## config.mk

```make
export PLATFORM = sky130hd
export DESIGN_NAME = loud_sound_triggered_capture_unit
export DESIGN_NICKNAME = d
export VERILOG_FILES = /design/src/sv/lstc_pkg.sv /design/src/sv/lstc_core.sv /design/src/sv/loud_sound_triggered_capture_unit.sv
export VERILOG_INCLUDE_DIRS = /design/src /design/src/sv
export SDC_FILE = /design/constraint.sdc
export NUM_CORES = 1
export LEC_CHECK = 0
export BUFFER_PORTS_ARGS = -buffer_cell sky130_fd_sc_hd__buf_2
export CAP_MARGIN = 20
export CORE_MARGIN = 1
export CORE_UTILIZATION = 49
export CTS_BUF_LIST = sky130_fd_sc_hd__clkbuf_8 sky130_fd_sc_hd__clkbuf_16
export DETAILED_ROUTE_END_ITERATION = 7
export PLACE_DENSITY = 0.69
export SYNTH_ARGS = -nofsm -noshare
export SYNTH_HDL_FRONTEND = slang
export SYNTH_SLANG_ARGS = --single-unit
```

## constraint.sdc

```tcl
create_clock -name aclk -period 18.2 [get_ports aclk]
set_input_delay 1.82 -clock aclk [delete_from_list [all_inputs] [get_ports aclk]]
set_output_delay 1.82 -clock aclk [all_outputs]
set_load 0.05 [all_outputs]
```

## src/sv/loud_sound_triggered_capture_unit_assert.svh

```systemverilog
// ----------------------------------------------------------------------------
// loud_sound_triggered_capture_unit assertion macros
// shared property shapes for the capture unit, clocked on aclk, reset low
// ----------------------------------------------------------------------------
`ifndef LOUD_SOUND_TRIGGERED_CAPTURE_UNIT_ASSERT_SVH
`define LOUD_SOUND_TRIGGERED_CAPTURE_UNIT_ASSERT_SVH

// same-cycle implication
`define LSTC_ASSERT_NOW(label, clk, rstn, ante, cons) \
    label: assert property (@(posedge clk) disable iff (!(rstn)) (ante) |-> (cons)) \
        else $error("lstc assertion failed");

// next-cycle implication
`define LSTC_ASSERT_NEXT(label, clk, rstn, ante, cons) \
    label: assert property (@(posedge clk) disable iff (!(rstn)) (ante) |=> (cons)) \
        else $error("lstc assertion failed");

`endif

```

## src/sv/lstc_pkg.sv

```systemverilog
// ----------------------------------------------------------------------------
// lstc_pkg
// shared widths, defaults, register indexes and result type of the capture unit
// ----------------------------------------------------------------------------
package lstc_pkg;

    localparam int SAMPLE_W      = 12;
    localparam int MAX_CAPTURE   = 1024;
    localparam int LEN_W         = $clog2(MAX_CAPTURE) + 1;
    localparam int IDX_W         = $clog2(MAX_CAPTURE);
    localparam int COUNT_W       = 16;
    localparam int CFG_IDX_W     = 2;
    localparam int CFG_DATA_W    = 12;
    localparam int S_TDATA_W     = 16;
    localparam int M_TDATA_W     = 56;

    localparam logic [SAMPLE_W-1:0] MIDPOINT_RST  = SAMPLE_W'(2048);
    localparam logic [SAMPLE_W-1:0] THRESHOLD_RST = SAMPLE_W'(1000);
    localparam logic [LEN_W-1:0]    LENGTH_RST    = LEN_W'(100 * 3);
    localparam logic [LEN_W-1:0]    MAX_LEN       = LEN_W'(MAX_CAPTURE);

    typedef enum logic [CFG_IDX_W-1:0] {
        REG_MIDPOINT  = 2'd0,
        REG_THRESHOLD = 2'd1,
        REG_LENGTH    = 2'd2
    } cfg_reg_t;

    typedef struct packed {
        logic [SAMPLE_W-1:0] midpoint;
        logic [SAMPLE_W-1:0] loud_threshold;
        logic [LEN_W-1:0]    capture_length;
    } cfg_t;

    typedef struct packed {
        logic [COUNT_W-1:0]  capture_number;
        logic [SAMPLE_W-1:0] peak_deviation;
        logic                capture_done;
        logic [SAMPLE_W-1:0] captured_sample;
        logic [IDX_W-1:0]    stored_index;
        logic                stored_valid;
        logic                capture_started;
        logic                loud_onset;
        logic                loud;
    } result_t;

endpackage

```

## src/sv/lstc_core.sv

```systemverilog
// ----------------------------------------------------------------------------
// lstc_core
// per-sample deviation, level detect and capture state, one sample per enable
// ----------------------------------------------------------------------------
module lstc_core import lstc_pkg::*; (
    input  logic                aclk,
    input  logic                aresetn,
    input  logic                step,
    input  logic [SAMPLE_W-1:0] sample,
    input  cfg_t                cfg,
    output result_t             result
);

    logic                loud_level_reg,   loud_level_next;
    logic                capturing_reg,    capturing_next;
    logic [LEN_W-1:0]    fill_count_reg,   fill_count_next;
    logic [SAMPLE_W-1:0] running_peak_reg, running_peak_next;
    logic [COUNT_W-1:0]  finished_reg,     finished_next;

    logic [SAMPLE_W-1:0] dev;
    logic                loud, onset, started, active, store, done;
    logic [LEN_W-1:0]    eff_len, fill_base;
    logic [SAMPLE_W-1:0] peak_base;
    logic [COUNT_W-1:0]  finished_inc;

    always_comb begin
        dev          = (sample >= cfg.midpoint) ? (sample - cfg.midpoint)
                                                : (cfg.midpoint - sample);
        loud         = dev > cfg.loud_threshold;
        onset        = loud && !loud_level_reg;
        started      = onset && !capturing_reg;
        active       = capturing_reg || started;
        // a fresh capture starts from an empty buffer and zero peak
        fill_base    = started ? '0 : fill_count_reg;
        peak_base    = started ? '0 : running_peak_reg;
        eff_len      = (cfg.capture_length > MAX_LEN) ? MAX_LEN : cfg.capture_length;
        store        = active && (fill_base < eff_len);
        done         = active && !store;
        finished_inc = finished_reg + COUNT_W'(1);

        loud_level_next   = loud;
        capturing_next    = store;
        fill_count_next   = store ? (fill_base + LEN_W'(1)) : fill_base;
        running_peak_next = (store && (dev > peak_base)) ? dev : peak_base;
        finished_next     = done ? finished_inc : finished_reg;

        result.loud            = loud;
        result.loud_onset      = onset;
        result.capture_started = started;
        result.stored_valid    = store;
        result.stored_index    = store ? fill_base[IDX_W-1:0] : '0;
        result.captured_sample = store ? sample : '0;
        result.capture_done    = done;
        result.peak_deviation  = done ? peak_base : '0;
        result.capture_number  = done ? finished_inc : '0;
    end

    always_ff @(posedge aclk) begin
        if (!aresetn) begin
            loud_level_reg   <= 1'b0;
            capturing_reg    <= 1'b0;
            fill_count_reg   <= '0;
            running_peak_reg <= '0;
            finished_reg     <= '0;
        end else if (step) begin
            loud_level_reg   <= loud_level_next;
            capturing_reg    <= capturing_next;
            fill_count_reg   <= fill_count_next;
            running_peak_reg <= running_peak_next;
            finished_reg     <= finished_next;
        end
    end

endmodule

```

## src/sv/loud_sound_triggered_capture_unit.sv

```systemverilog
// a result word passes through the input register and then the output register
// throughput: one sample word per cycle while m_tready stays high
// back pressure on m_ stalls the output register, then the input register
// reset (aresetn low, synchronous) empties both stages, clears capture state
// and loads the register defaults: midpoint 2048, threshold 1000, length 300
// ----------------------------------------------------------------------------
// loud_sound_triggered_capture_unit
// threshold-triggered sample capture with peak deviation and capture count
// ----------------------------------------------------------------------------
module loud_sound_triggered_capture_unit import lstc_pkg::*; (
    input  logic                  aclk,
    input  logic                  aresetn,
    // configuration write port
    input  logic                  cfg_wr_en,
    input  logic [CFG_IDX_W-1:0]  cfg_index,
    input  logic [CFG_DATA_W-1:0] cfg_wdata,
    // sample input
    input  logic                  s_tvalid,
    output logic                  s_tready,
    input  logic [S_TDATA_W-1:0]  s_tdata,   // [11:0] sample, [15:12] zero
    // result output
    output logic                  m_tvalid,
    input  logic                  m_tready,
    output logic [M_TDATA_W-1:0]  m_tdata    // [0] loud, [1] loud_onset,
                                             // [2] capture_started, [3] stored_valid,
                                             // [13:4] stored_index,
                                             // [25:14] captured_sample,
                                             // [26] capture_done,
                                             // [38:27] peak_deviation,
                                             // [54:39] capture_number, [55] zero
);

    `include "loud_sound_triggered_capture_unit_assert.svh"

    // configuration registers
    cfg_t                cfg_reg;

    // input stage
    logic                in_valid_reg, in_valid_next;
    logic [SAMPLE_W-1:0] in_sample_reg;

    // output stage
    logic                out_valid_reg, out_valid_next;
    result_t             out_result_reg;

    result_t             core_result;
    logic                s_accept, advance;

    // the sample stage moves on whenever the output register is free or draining
    assign advance  = in_valid_reg && (!out_valid_reg || m_tready);
    assign s_tready = !in_valid_reg || !out_valid_reg || m_tready;
    assign s_accept = s_tvalid && s_tready;

    always_comb begin
        in_valid_next  = s_accept ? 1'b1 : (advance ? 1'b0 : in_valid_reg);
        out_valid_next = advance ? 1'b1 : (m_tready ? 1'b0 : out_valid_reg);
    end

    // register writes; the length register keeps only cfg_wdata[10:0]
    always_ff @(posedge aclk) begin
        if (!aresetn) begin
            cfg_reg.midpoint       <= MIDPOINT_RST;
            cfg_reg.loud_threshold <= THRESHOLD_RST;
            cfg_reg.capture_length <= LENGTH_RST;
        end else if (cfg_wr_en) begin
            case (cfg_index)
                REG_MIDPOINT:  cfg_reg.midpoint       <= cfg_wdata[SAMPLE_W-1:0];
                REG_THRESHOLD: cfg_reg.loud_threshold <= cfg_wdata[SAMPLE_W-1:0];
                REG_LENGTH:    cfg_reg.capture_length <= cfg_wdata[LEN_W-1:0];
                default:       ;
            endcase
        end
    end

    // control flags
    always_ff @(posedge aclk) begin
        if (!aresetn) begin
            in_valid_reg  <= 1'b0;
            out_valid_reg <= 1'b0;
        end else begin
            in_valid_reg  <= in_valid_next;
            out_valid_reg <= out_valid_next;
        end
    end

    // payload registers
    always_ff @(posedge aclk) begin
        if (s_accept) begin
            in_sample_reg <= s_tdata[SAMPLE_W-1:0];
        end
        if (advance) begin
            out_result_reg <= core_result;
        end
    end

    // deviation, level and capture state; state steps once per sample
    lstc_core u_core (
        .aclk    (aclk),
        .aresetn (aresetn),
        .step    (advance),
        .sample  (in_sample_reg),
        .cfg     (cfg_reg),
        .result  (core_result)
    );

    assign m_tvalid = out_valid_reg;
    assign m_tdata  = {1'b0,
                       out_result_reg.capture_number,
                       out_result_reg.peak_deviation,
                       out_result_reg.capture_done,
                       out_result_reg.captured_sample,
                       out_result_reg.stored_index,
                       out_result_reg.stored_valid,
                       out_result_reg.capture_started,
                       out_result_reg.loud_onset,
                       out_result_reg.loud};

    // a sample is either stored or ends the capture, never both
    `LSTC_ASSERT_NOW(a_store_xor_done, aclk, aresetn,
        out_valid_reg, !(out_result_reg.stored_valid && out_result_reg.capture_done))
    // a capture only starts on a loud onset
    `LSTC_ASSERT_NOW(a_start_needs_onset, aclk, aresetn,
        out_valid_reg && out_result_reg.capture_started, out_result_reg.loud_onset)
    // an onset is always loud
    `LSTC_ASSERT_NOW(a_onset_is_loud, aclk, aresetn,
        out_valid_reg && out_result_reg.loud_onset, out_result_reg.loud)
    // a result word is waiting in the output register after every advance
    `LSTC_ASSERT_NEXT(a_result_loads_on_advance, aclk, aresetn,
        advance, out_valid_reg)

endmodule
```

==> key figures <==
Synthesis
  – Register area share after synthesis: 0.465
  – Synth area leaders: edfxtp_1 (26%), dfxtp_1 (20%), ha_1 (9.3%)
  – Synth area leader: edfxtp_1
  – Simple-gate share of the synthesized area: 0.188
  – #FFs+latches synth: 145
  – Syn Nets: 902
  – Top FF cell, synth: dfxtp_1
  – Post-Syn Area: 0.00769 mm²
  – Mean Syn Cell Area: 9.51 µm²
  – Post-synth EDFFs: 67
  – Async SR Flop Fraction: 0
  – Post-synth top area share: 0.262
  – Adder-cell share of the synthesized area: 0.0993
  – Library cells used by synthesis: 74
  – Complex-gate fraction of the synthesized area: 0.150
  – Number of synthesis warnings: 0
  – Largest family of logic cells by synthesized area: simple AND/OR/NAND/NOR gates
  – Synth Area in XOR/XNOR: 0.0399
  – Fraction of synthesized area in multiplexers: 0.0119
  – Mapped Cells: around 800

Routing
  – Drt drc: 0
  – Vias per inst: between 5 and 6
  – Avg WL per Cell: roughly 15 µm
  – Antenna viol nets, final: 0
  – TritonRoute pass-1 iters: 5
  – Starting DRT DRC Count: between 300 and 400
  – Via count: between 5000 and 6000
  – Routed WL: ~17000 µm

Power
  – Switching Fraction: 0.300
  – Comb power frac: 0.192
  – VDD IR max: 0.0664 mV
  – Cell-internal power: 610 µW
  – Power per cell area: 98.4 mW/mm²
  – Power share of the clock group: 0.387
  – Register share of total power: 0.421
  – NetSw: 262 µW
  – Leak: 0.00369 µW

Placed design
  – Hpwl dp: 11700 µm
  – Placer Congestion: 0.819
  – # port buffers: 87
  – Pre-CTS setup slack: 10.57 ns

Clock tree
  – CTS tree: done
  – CTS root buf: clkbuf_16
  – Post-CTS sizing: 0
  – CTS sink cnt: 145
  – CTS Buf Count: 17
  – Setup Fix Bufs, Post-CTS: 0
  – Number of H-tree levels: 4
  – CTS max path bufs: 2
  – Clk slew on worst S/H paths: 0.06 ns
  – Hold-fix buffers, CTS: 0
  – Clock latency on the worst-skew pair: 0.43 ns

Layout
  – Largest register FFs: between 50 and 60
  – Nets: between 900 and 1000
  – Layout cells sized above 1: 0.158
  – Fillcell total: 1366
  – N_diodes: 0
  – Area Growth Syn to Fin: 15.3%

Floorplan
  – Cell row count: 45
  – Die area: 0.0162 mm²
  – Die Height: 127 µm
  – Ports: 93
  – Chip Width: 127 µm
  – Core Footprint: 0.0153 mm²
  – Initial Utilization: 0.504

Worst setup path
  – Crit-path slowest cell: nand2_1
  – WS Path Type: flop to flop
  – Crit path required time: 18.55 ns
  – CP Launch Type: flop
  – Data arrival, critical path: around 8 ns
  – Most frequent CP cell: a21o_1
  – Crit-path max cell delay: 0.60 ns
  – Bufs and invs on worst path: 4
  – CP Max Fanout: 25
  – CP delay by family, top: compound AO/OA/AOI/OAI gates
  – CP Capture Type: flop

Status
  – Status: finished clean

STA
  – Slew @ Worst Pin: 1.08 ns
  – Final setup fails: 0
  – Fmax: approximately 0.13 GHz
  – Max Slew Vio Count: 0
  – Final setup margin: 10.51 ns
  – Setup TNS Final: 0 ns
  – Final hold violations: 0
  – Final Cycle Share: 0.422
  – Unrepaired setup endpoints after global routing: no
  – Clk_skew: 0.00831 ns
  – Worst slew margin relative to its limit: 0.277
  – Min Clock Period, post-route: just under 8 ns

Global routing
  – GR Overflow Total: 0
  – Initial antenna violation count: 0
  – Vias in the first global route: 5463
  – All-Layer GR Usage: 0.215
  – First-pass GRT wire length: 27100 µm
  – Largest net degree at the start of global routing: 61

Hold path
  – HP Class: flop to flop

Run
  – Max-Cap Viols: 0
[cell usage in the layout (no fill, tap or decap), types with 7 or more instances in the layout]
cell | netlist | layout
nand2_1 | 119 | 119
buf_2 | 6 | 87
dfxtp_1 | 78 | 78
edfxtp_1 | 67 | 67
nor2_1 | 63 | 63
a21oi_1 | 59 | 59
ha_1 | 57 | 57
inv_1 | 47 | 50
and3_1 | 36 | 36
nand3_1 | 22 | 22
o21ai_0 | 21 | 21
xnor2_1 | 21 | 21
clkbuf_16 | 0 | 17
a21o_1 | 15 | 15
xor2_1 | 14 | 14
and2_1 | 12 | 12
a32o_1 | 11 | 11
o211ai_1 | 10 | 10
nand4_1 | 9 | 9
mux2i_1 | 8 | 8
nor3_1 | 8 | 8
buf_4 | 1 | 7
[final timing paths]
check,to,depth (start not counted),slack [ns],start
max reg2reg,u_core.fill_count_reg[4],29,10.51,in_sample_reg[0]
min reg2reg,cfg_reg[15],2,0.46,cfg_reg[15]
max,u_core.fill_count_reg[4],29,10.51,in_sample_reg[0]
min,cfg_reg[15],2,0.46,cfg_reg[15]
[power groups by stage]
stage / Sequential (µW) / Combinational [µW] / Clock (µW)
final: 367 / 168 / 337
after global routing: 368 / 186 / 356
after CTS: 367 / 169 / 341
after detailed placement: 374 / 168 / 0
after global placement: 374 / 166 / 0
after floorplan: 396 / 103 / 0
[cell families after synthesis]
group,Yosys count
DFF,145
xor gates and xnor gates,35
buffers and inverters,90
muxes,9
and+or+nand+nor,304
adders and majority gates,60
AOI/OAI and AO/OA,164
other,1
[through the flow]
step                power [µW]   util  hold WS [ns]  instance area, µm²  cells
floorplan                  499      -         0.432                7690    808
global placement           540  0.543         0.445                8280   1074
detailed placement         542  0.543         0.450                8280   1074
CTS                        877  0.580         0.458                8850   1106
global route               910  0.581         0.475                8860   1107
finish                     872  0.581         0.456                8860   1107
[worst register-to-register path: cells and delay by family, from the launching register on]
kind / cells / cell delay, ns
compound gates: 14 / 3.34
fa+ha+maj: 4 / 1.07
xor+xnor: 1 / 0.41
buf+inv: 4 / 0.90
flops: 1 / 0.39
simple gates: 6 / 1.51
[per-layer routing]
layer	track usage	vias up	routed length (µm)
li1	-	3007	-
met1	0.291	2791	7980
met2	0.349	154	7620
met3	0.0436	17	713
met4	0.0651	0	189
met5	0	-	0
[final cells by class]
class / instances / area, µm² / area share
Inverter: 52 / 200 / 0.0226
Clock buffer: 17 / 425 / 0.0480
Sequential cell: 145 / 3570 / 0.403
Multi-Input combinational cell: 573 / 3760 / 0.425
Tap cell: 211 / 264 / 0.0298
Timing Repair Buffer: 94 / 488 / 0.0551
Clock inverter: 15 / 144 / 0.0162
[cells in the mapped netlist, types with 4 or more instances]
library cell and count:
a211oi_1 5, a21o_1 15, a21oi_1 59, a31oi_1 6, a32o_1 11, and2_1 12, and3_1 36, buf_2 6
clkbuf_1 30, dfxtp_1 78, edfxtp_1 67, ha_1 57, inv_1 47, mux2i_1 8, nand2_1 119, nand2b_1 4
nand3_1 22, nand4_1 9, nor2_1 63, nor2b_1 6, nor3_1 8, o211ai_1 10, o21ai_0 21, o31a_1 5
or3_1 6, xnor2_1 21, xor2_1 14
Power figures use the tool's default switching activity.
